`config.mk`:
```
export PLATFORM = sky130hd
export DESIGN_NAME = bc1_bc3_block_decoder
export DESIGN_NICKNAME = d
export VERILOG_FILES = /design/src/rtl/core/bc13_pkg.sv /design/src/rtl/core/bc13_palette.sv /design/src/rtl/core/bc1_bc3_block_decoder.sv
export SDC_FILE = /design/constraint.sdc
export NUM_CORES = 2
export LEC_CHECK = 0
export BUFFER_PORTS_ARGS = -buffer_cell sky130_fd_sc_hd__buf_2
export CAP_MARGIN = 20
export CORE_MARGIN = 4
export CORE_UTILIZATION = 55
export DETAILED_ROUTE_END_ITERATION = 10
export PLACE_DENSITY_LB_ADDON = 0.15
export SETUP_SLACK_MARGIN = 0.1
export SKIP_LAST_GASP = 1
export SYNTH_ARGS = -nofsm -noshare
export SYNTH_HDL_FRONTEND = slang
export SYNTH_HIERARCHICAL = 1
export SYNTH_SLANG_ARGS = --single-unit
```
`constraint.sdc`:
```
create_clock -name clock -period 19.5 [get_ports clock]
set_input_delay 3.9 -clock clock [delete_from_list [all_inputs] [get_ports clock]]
set_output_delay 3.9 -clock clock [all_outputs]
set_load 0.05 [all_outputs]
```
`src/rtl/core/bc13_pkg.sv`:
```
`default_nettype none

package bc13_pkg;

   localparam int unsigned BlockWidth  = 64;
   localparam int unsigned ReqWidth    = 2 * BlockWidth;
   localparam int unsigned RspWidth    = 40;
   localparam int unsigned NumTexels   = 16;
   localparam int unsigned CidxWidth   = 32;
   localparam int unsigned AidxWidth   = 48;

   localparam logic [7:0] AlphaOpaque      = 8'd255;
   localparam logic [7:0] AlphaTransparent = 8'd0;
   localparam logic [1:0] ColorTransparent = 2'd3;
   localparam logic [3:0] LastTexel        = 4'd15;

   // Per-block palette handed from the palette logic to the texel output stage.
   typedef struct packed {
      logic [3:0][7:0] red;
      logic [3:0][7:0] green;
      logic [3:0][7:0] blue;
      logic            three_color;
      logic [7:0][7:0] alpha_pal;
   } bc13_pal_type;

   function automatic logic [7:0] expand5(input logic [4:0] v);
      return {v, v[4:2]};
   endfunction

   function automatic logic [7:0] expand6(input logic [5:0] v);
      return {v, v[5:4]};
   endfunction

   // Truncating divides by small constants as reciprocal multiplies.
   // The reciprocal error stays below the gap to the next integer over the
   // operand range used here (sums of 8-bit channel values).
   function automatic logic [7:0] div3(input logic [9:0] x);
      logic [20:0] p;
      p = 21'(x) * 21'd683;
      return p[18:11];
   endfunction

   function automatic logic [7:0] div5(input logic [10:0] x);
      logic [21:0] p;
      p = 22'(x) * 22'd1639;
      return p[20:13];
   endfunction

   function automatic logic [7:0] div7(input logic [10:0] x);
      logic [22:0] p;
      p = 23'(x) * 23'd2341;
      return p[21:14];
   endfunction

endpackage

`default_nettype wire

```
`src/rtl/core/bc13_palette.sv`:
```
`default_nettype none

module bc13_palette (
   input  wire logic [bc13_pkg::BlockWidth-1:0] color_block,
   input  wire logic [bc13_pkg::BlockWidth-1:0] alpha_block,
   input  wire logic                            bc3_mode,
   output bc13_pkg::bc13_pal_type               pal
);

   import bc13_pkg::*;

   logic [15:0] c0;
   logic [15:0] c1;
   logic [7:0]  a0;
   logic [7:0]  a1;
   logic        four_color;
   logic [2:0][7:0] ch0;
   logic [2:0][7:0] ch1;
   logic [2:0][7:0] ch2;
   logic [2:0][7:0] ch3;

   assign c0 = color_block[15:0];
   assign c1 = color_block[31:16];
   assign a0 = alpha_block[7:0];
   assign a1 = alpha_block[15:8];

   assign four_color = bc3_mode || (c0 > c1);

   always_comb begin
      ch0[0] = expand5(c0[15:11]);
      ch0[1] = expand6(c0[10:5]);
      ch0[2] = expand5(c0[4:0]);
      ch1[0] = expand5(c1[15:11]);
      ch1[1] = expand6(c1[10:5]);
      ch1[2] = expand5(c1[4:0]);
      for (int c = 0; c < 3; c++) begin
         if (four_color) begin
            ch2[c] = div3({1'b0, ch0[c], 1'b0} + 10'(ch1[c]));
            ch3[c] = div3(10'(ch0[c]) + {1'b0, ch1[c], 1'b0});
         end else begin
            ch2[c] = 8'((9'(ch0[c]) + 9'(ch1[c])) >> 1);
            ch3[c] = 8'd0;
         end
      end
   end

   always_comb begin
      pal.red         = {ch3[0], ch2[0], ch1[0], ch0[0]};
      pal.green       = {ch3[1], ch2[1], ch1[1], ch0[1]};
      pal.blue        = {ch3[2], ch2[2], ch1[2], ch0[2]};
      pal.three_color = !four_color;

      // Alpha palette: six interpolated sevenths, or four fifths plus 0 and 255.
      pal.alpha_pal[0] = a0;
      pal.alpha_pal[1] = a1;
      if (a0 > a1) begin
         for (int k = 1; k <= 6; k++) begin
            pal.alpha_pal[k + 1] = div7(11'(a0) * 11'(7 - k) + 11'(a1) * 11'(k));
         end
      end else begin
         for (int k = 1; k <= 4; k++) begin
            pal.alpha_pal[k + 1] = div5(11'(a0) * 11'(5 - k) + 11'(a1) * 11'(k));
         end
         pal.alpha_pal[6] = AlphaTransparent;
         pal.alpha_pal[7] = AlphaOpaque;
      end
   end

endmodule

`default_nettype wire

```
`src/rtl/core/bc1_bc3_block_decoder.sv`:
```
`default_nettype none

// BC1/BC3 block decoder. Each request carries one compressed 4x4 block
// (color half in the low 64 bits, alpha half in the high 64 bits) and yields
// sixteen RGBA texels in raster order, the sixteenth marked with rsp_tlast.
// The result channel moves one texel per cycle unless rsp_tready stalls it;
// the block, palette and texel registers overlap, so the next block is taken
// while the current one drains, each block passing from the block register
// through the palette register into the texel register. The mode register
// (bit 0: 0 = BC1 with punch-through alpha, 1 = BC3) is set over csr_; the user
// must write it only while no block is in flight; the block does not enforce it.

module bc1_bc3_block_decoder (
   input  wire logic                           clock,
   input  wire logic                           reset,
   input  wire logic                           req_tvalid,
   output logic                                req_tready,
   // [63:0] color_block, [127:64] alpha_block
   input  wire logic [bc13_pkg::ReqWidth-1:0]  req_tdata,
   output logic                                rsp_tvalid,
   input  wire logic                           rsp_tready,
   // [7:0] red, [15:8] green, [23:16] blue, [31:24] alpha,
   // [35:32] texel_index, [39:36] zero
   output logic [bc13_pkg::RspWidth-1:0]       rsp_tdata,
   output logic                                rsp_tlast,
   input  wire logic                           csr_valid,
   output logic                                csr_ready,
   input  wire logic                           csr_data
);

   import bc13_pkg::*;

   logic                    mode_ff;

   logic                    blk_vld_ff;
   logic [ReqWidth-1:0]     blk_ff;

   logic                    pal_vld_ff;
   bc13_pal_type            pal_ff;
   bc13_pal_type            pal_in;
   logic                    pal_mode_ff;
   logic [CidxWidth-1:0]    cidx_ff;
   logic [AidxWidth-1:0]    aidx_ff;
   logic [3:0]              cnt_ff;

   logic                    rsp_vld_ff;
   logic [RspWidth-1:0]     rsp_data_ff;
   logic                    rsp_last_ff;

   logic                    out_adv;
   logic                    emit;
   logic                    pal_done;
   logic                    pal_load;
   logic                    req_acc;
   logic [1:0]              ci;
   logic [2:0]              ai;
   logic [7:0]              alpha_sel;

   assign csr_ready = 1'b1;

   assign out_adv  = !rsp_vld_ff || rsp_tready;
   assign emit     = pal_vld_ff && out_adv;
   assign pal_done = emit && (cnt_ff == LastTexel);
   assign pal_load = blk_vld_ff && (!pal_vld_ff || pal_done);
   assign req_tready = !blk_vld_ff || pal_load;
   assign req_acc  = req_tvalid && req_tready;

   bc13_palette u_palette (
      .color_block (blk_ff[BlockWidth-1:0]),
      .alpha_block (blk_ff[ReqWidth-1:BlockWidth]),
      .bc3_mode    (mode_ff),
      .pal         (pal_in)
   );

   assign ci = cidx_ff[{cnt_ff, 1'b0} +: 2];
   assign ai = aidx_ff[6'(cnt_ff) * 6'd3 +: 3];

   always_comb begin
      if (pal_mode_ff) begin
         alpha_sel = pal_ff.alpha_pal[ai];
      end else if (pal_ff.three_color && (ci == ColorTransparent)) begin
         alpha_sel = AlphaTransparent;
      end else begin
         alpha_sel = AlphaOpaque;
      end
   end

   always_ff @(posedge clock) begin
      if (reset) begin
         mode_ff    <= 1'b0;
         blk_vld_ff <= 1'b0;
         pal_vld_ff <= 1'b0;
         cnt_ff     <= '0;
         rsp_vld_ff <= 1'b0;
      end else begin
         if (csr_valid) begin
            mode_ff <= csr_data;
         end
         if (req_acc) begin
            blk_vld_ff <= 1'b1;
         end else if (pal_load) begin
            blk_vld_ff <= 1'b0;
         end
         if (pal_load) begin
            pal_vld_ff <= 1'b1;
         end else if (pal_done) begin
            pal_vld_ff <= 1'b0;
         end
         if (emit) begin
            cnt_ff <= cnt_ff + 4'd1;
         end
         if (out_adv) begin
            rsp_vld_ff <= pal_vld_ff;
         end
      end
   end

   always_ff @(posedge clock) begin
      if (req_acc) begin
         blk_ff <= req_tdata;
      end
      if (pal_load) begin
         pal_ff      <= pal_in;
         pal_mode_ff <= mode_ff;
         cidx_ff     <= blk_ff[BlockWidth-1:BlockWidth-CidxWidth];
         aidx_ff     <= blk_ff[ReqWidth-1:ReqWidth-AidxWidth];
      end
      if (emit) begin
         rsp_data_ff <= {4'd0, cnt_ff, alpha_sel, pal_ff.blue[ci], pal_ff.green[ci],
                         pal_ff.red[ci]};
         rsp_last_ff <= (cnt_ff == LastTexel);
      end
   end

   assign rsp_tvalid = rsp_vld_ff;
   assign rsp_tdata  = rsp_data_ff;
   assign rsp_tlast  = rsp_last_ff;

`ifndef SYNTH
   // The texel counter only moves when a texel enters the result register.
   a_cnt_hold : assert property (@(posedge clock) disable iff (reset)
      (pal_vld_ff && !out_adv) |=> $stable(cnt_ff))
      else $error("texel counter moved while the result register was stalled");

   // A new request may overwrite the block register only as its block moves on.
   a_blk_no_overwrite : assert property (@(posedge clock) disable iff (reset)
      (req_acc && blk_vld_ff) |-> pal_load)
      else $error("block register overwritten before its palette was loaded");

   // The last marker goes with texel fifteen and no other.
   a_last_index : assert property (@(posedge clock) disable iff (reset)
      rsp_vld_ff |-> (rsp_last_ff == (rsp_data_ff[35:32] == LastTexel)))
      else $error("last texel marker out of step with the texel index");

   // A block's first texel starts at index zero after a new palette load.
   a_cnt_start : assert property (@(posedge clock) disable iff (reset)
      (pal_load && !pal_vld_ff) |-> (cnt_ff == 4'd0))
      else $error("texel counter not at zero when a new block starts");
`endif

endmodule

`default_nettype wire

```
# After elaboration in Yosys (flattened, before gate mapping)
# Cells that the tools add are included.
[classes]
addsub = 20
mul = 23
n_div = 0
magnitude_cmp = 4
n_eq_ne = 2
shift = 2
mux = 18
n_bitwise = 0
reduce_logical = 15
[ops]
columns = ["operator", "n"]
rows = [
  ["$mul 11x12->22 const B", 6],
  ["$mul 10x10->19 const B", 6],
  ["$mul 11x11->21 const B", 4],
  ["$mux 8", 9],
  ["$bmux 8 s2", 3],
  ["$shiftx 48x7->3", 1],
  ["$mul 8x2->10 const B", 4],
  ["$mux 32", 1],
  ["$shiftx 32x6->2", 1],
  ["$add 8x9->10", 3],
  ["$add 9x8->10", 3],
  ["$add 8x8->9", 3],
  ["$bmux 8 s3", 1],
  ["$add 10x10->11", 2],
  ["$mul 8x3->11 const B", 2],
  ["$gt 16x16->1", 1],
  ["$add 10x8->11", 1],
  ["$add 10x9->11", 1],
  ["$add 11x8->11", 1],
  ["$add 11x9->11", 1],
  ["$add 8x10->11", 1],
  ["$add 8x11->11", 1],
  ["$add 9x10->11", 1],
  ["$add 9x11->11", 1],
  ["12 further kinds", 26],
]
[word_totals]
register_bits = 415
latchBits = 0
mem_bits_rw = 0
mem_bits_ro = 0
inputBits = 134
out_inout_bits = 44
n_memories = 0

# Longest topological paths before layout
[logic_depth]
word_depth = 9
mapped_depth = 29
depth_no_buf = 29

# Cells and area by module
# Netlist, hierarchy kept.
[by_module_without_submodules]
columns = ["module", "n_inst", "cells_per_inst", "area_per_inst_um2", "seq_area_each_um2"]
rows = [
  ["bc13_palette", 1, 3557, 33598.5, 0.0],
  ["bc1_bc3_block_decoder", 1, 620, 14585.2, 12381.9],
]

# Worst setup path after synthesis
# OpenSTA, ideal clock, no wires.
[synth_timing]
kind = "input port to flip-flop"
start = "input port rsp_tready"
end = "register aidx_ff[0] (enable)"
setup_time_ps = 633
t_arrival_ps = 9717
required_ps = 18867
slack_ps = 9150
stages = 3
cell_sequence = "nor2b_1 > o21ai_0 > and2_1"
[synth_between]
elab_chain_len = 5
[synth_rtl]
columns = ["element", "line", "rtl"]
rows = [
  ["start: declaration", "bc1_bc3_block_decoder.sv:21", "input wire logic rsp_tready,"],
  ["$logic_or 1x1->1", "bc1_bc3_block_decoder.sv:61", "assign out_adv = !rsp_vld_ff || rsp_tready;"],
  ["$logic_and 1x1->1", "bc1_bc3_block_decoder.sv:62", "assign emit = pal_vld_ff && out_adv;"],
  ["$logic_and 1x1->1", "bc1_bc3_block_decoder.sv:63", "assign pal_done = emit && (cnt_ff == LastTexel);"],
  ["$logic_or 1x1->1", "bc1_bc3_block_decoder.sv:64", "assign pal_load = blk_vld_ff && (!pal_vld_ff || pal_done);"],
  ["$logic_and 1x1->1", "bc1_bc3_block_decoder.sv:64", ""],
  ["net pal_load", "bc1_bc3_block_decoder.sv:53", "logic pal_load;"],
  ["end signal: assignment", "bc1_bc3_block_decoder.sv:126", "aidx_ff <= blk_ff[ReqWidth-1:ReqWidth-AidxWidth];"],
  ["end: declaration", "bc1_bc3_block_decoder.sv:43", "logic [AidxWidth-1:0] aidx_ff;"],
]
# The timed path passes the listed nets, and every way through them passes these cells.
# A chain may end at the register's enable or synchronous reset.

# Worst setup path in the final report
[layout_timing]
start = "input port rsp_tready"
end = "output port req_tready"
[layout_between]
elab_chain_len = 6
[layout_rtl]
columns = ["element", "line", "rtl"]
rows = [
  ["$logic_or 1x1->1", "bc1_bc3_block_decoder.sv:61", ""],
  ["$logic_and 1x1->1", "bc1_bc3_block_decoder.sv:62", ""],
  ["$logic_and 1x1->1", "bc1_bc3_block_decoder.sv:63", ""],
  ["$logic_or 1x1->1", "bc1_bc3_block_decoder.sv:64", ""],
  ["$logic_and 1x1->1", "bc1_bc3_block_decoder.sv:64", ""],
  ["$logic_or 1x1->1", "bc1_bc3_block_decoder.sv:65", "assign req_tready = !blk_vld_ff || pal_load;"],
  ["end: declaration", "bc1_bc3_block_decoder.sv:17", "output logic req_tready,"],
]
# Every way passes these cells.

==> results.toml <==
[clock_tree]
ctsResizeCount = 0
cts_setup_buffers = 0
holdBufCountCts = 0
cts.path.max_buffers = 3
cts_buffers = 48
ctsHtreeMaxLevel = 2
cts_root_buf = "clkbuf_16"
cts_sinks = 415
clk_pin_slew_ns = 0.06
clock_latency_ns = 0.61
cts_tree = "yes"

[floorplan]
die-height_um = 304
fp.dieW_um = 304
dieArea_um2 = 92400
io_pins = 178
start_util_pct = 55.5
placementRows = 108
core_area_um2 = 86900

[route]
vias = 30300
dr_wl_met3_um = 3700
drc = 0
wl_per_cell_um = 18.5
wl_met2_um = 49400
wl_met1_um = 45300
maxUsedRoutingLayer = "met5"
drt-total-wl_um = 102000
vias_per_cell = 5.49
ant_nets = 0
initialDrtViolationCount = 1386
first_pass_iters = 5

[synthesis]
dominantRegCellSynth = "edfxtp_1"
synth_area_leader_cell = "ha_1"
synthCells = 4177
synthTopCellsByArea = "ha_1 30%, edfxtp_1 25%, fa_1 16%"
ys_seq_area_share_pct = 25.7
yosysWarnings = 6
synth_top_area_share_pct = 30.0
yosysUniqueCellTypes = 84
avgSynthCellArea_um2 = 11.5
synth_edf_count = 407
ys_seq_elements = 415
async_flop_share_pct = 0
synth.cell_area_um2 = 48200

[global_routing]
grt-ovfl-total = 0
antenna_found_initial = 4
grt_usage_pct = 22.4
grt_max_degree = 80
grt_pass1_wl_um = 166000
grt_pass1_vias = 31500

[timing]
final_hold_viol_count = 0
worst_pin_slew_ns = 1.07
rsz0062_at_grt = "false"
fin_tns_setup_ns = 0
final_max_slew_viol_count = 0
setup_viol = 0
finalCritPeriodShare_pct = 46.0
fin_crit_ns = 8.97
slew_headroom_pct = 28.7
fmaxAchievable_mhz = 112
clock_skew_ns = 0.0300

[setup_path]
r2r-start = "blk_ff[65]$_DFFE_PP_"
startpoint = "rsp_tready"
cp_common_cell = "buf_2"
cp_cell_sequence = "buf_2 -> nor2b_1 -> o21ai_0 -> or2_2 -> buf_2"
crit_arrival_ns = 5.07
slowest_stage = "or2_2"
path_max_fanout = 3
max_stage_delay_ns = 0.34
endpoint_kind = "output pin"
critical_path_class = "in -> out"
start_kind = "input pin"
required_ns = 15.60

[hold_path]
hold_class = "reg -> reg"
worstHoldStart = "blk_ff[49]$_DFFE_PP_"

[final_layout]
n_fill_cell = 7122
layout-drive-gt1-share_pct = 8.32
area_delta_synth_final_pct = 7.29
register_area_um2 = 12400
multi_input_area_um2 = 32500
final_nets = 5997

[outcome]
status = "completed"

[placed_design]
port-buffer-count = 172
hpwl_um = 82600
gp_congestion = 0.899

[job]
maxCapViolations = 0
[path summary, 6_finish.rpt]
path | end | slack, ns | cells after the start
max | req_tready | 10.53 | 5
min | cidx_ff[17]$_DFFE_PP_ | 0.41 | 0
max reg2reg | pal_ff[31]$_DFFE_PP_ | 11.08 | 29
min reg2reg | cidx_ff[17]$_DFFE_PP_ | 0.41 | 0
[layout make-up]
class	count	share of cell area [%]
diodes	3	0.0145
clock buffers	58	2.42
clock inverters	32	0.857
inverters	671	4.87
multi-input cells	2985	63.0
flip-flops and latches	415	24.0
well taps	1155	2.80
repair buffers	202	2.14
[sequential cells by signal (all words and copies together), names as in the netlist, 4 cells and up]
| signal | count |
|---|---|
| pal_ff | 161 |
| blk_ff | 128 |
| aidx_ff | 48 |
| rsp_tdata | 36 |
| cidx_ff | 32 |
| cnt_ff | 4 |
[stage by stage]
step                hold WS, ns  setup WS, ns  std cells  instance area (um^2)  utilization [%]
global route              0.415         10.46       5521                 51700             59.5
floorplan                 0.400          9.15       4180                 48200                -
global placement          0.400         10.61       5427                 50000             57.5
detailed placement        0.405         10.54       5427                 50000             57.5
finish                    0.412         10.53       5521                 51700             59.5
CTS                       0.404         10.53       5517                 51700             59.5
[cell usage after synthesis, types with 7 or more instances]
cell	n
clkbuf_1	18
nor3_1	30
a211o_1	10
and4_1	10
nand3_1	47
a211oi_1	15
a2111o_1	13
or3_1	16
xnor2_1	186
mux4_2	30
dfxtp_1	8
o22ai_1	11
nand2_1	76
mux2i_1	36
ha_1	1155
nor2b_1	26
o211ai_1	15
a311oi_1	7
a31oi_1	25
xor2_1	92
nand4_1	20
a21o_1	86
fa_1	385
or2_2	12
nand2b_1	21
a41o_1	7
o21a_1	24
mux2_2	17
o21bai_1	50
o21ai_0	104
edfxtp_1	407
and3_1	10
and2_1	13
buf_2	11
mux4_1	12
nor2_1	139
a21oi_1	181
buf_4	72
o31ai_1	16
inv_1	671
[cells in the final DEF, fill, tap and decap left out, types with 12 or more instances in the layout]
cell type,synthesis,layout
ha_1,1155,1155
inv_1,671,671
edfxtp_1,407,407
fa_1,385,385
xnor2_1,186,186
a21oi_1,181,179
buf_2,11,172
nor2_1,139,139
o21ai_0,104,104
xor2_1,92,92
a21o_1,86,86
nand2_1,76,76
o21bai_1,50,50
clkbuf_16,0,48
nand3_1,47,47
mux2i_1,36,36
mux4_2,30,30
nor3_1,30,30
buf_4,72,29
nor2b_1,26,25
a31oi_1,25,25
o21a_1,24,24
nand2b_1,21,21
nand4_1,20,20
mux2_2,17,17
or3_1,16,16
o31ai_1,16,16
o211ai_1,15,15
a211oi_1,15,15
a2111o_1,13,13
or2_2,12,12
mux4_1,12,12
[kinds of logic after synthesis]
group,share of synthesized area [%]
AOI/OAI and AO/OA,8.54
xor gates and xnor gates,5.15
adders and majority gates,46.0
buffers and inverters,6.85
DFF,25.7
muxes,3.20
other,0.0156
and+or+nand+nor,4.56
[metal layers]
layer / GRT usage (%) / vias to the layer above
met2: 38.3 / 464
met4: 7.20 / 2
met5: 0 / -
li1: - / 15000
met1: 29.9 / 14700
met3: 2.54 / 158
[critical path: cells and delay by family]
family	cells	cell delay, ns
buf+inv	2	0.32
compound gates	1	0.21
simple gates	2	0.64
Power is left out: the tool's default activity adds up to more than one toggle a clock period on the data nets, which glitch-free logic cannot reach.
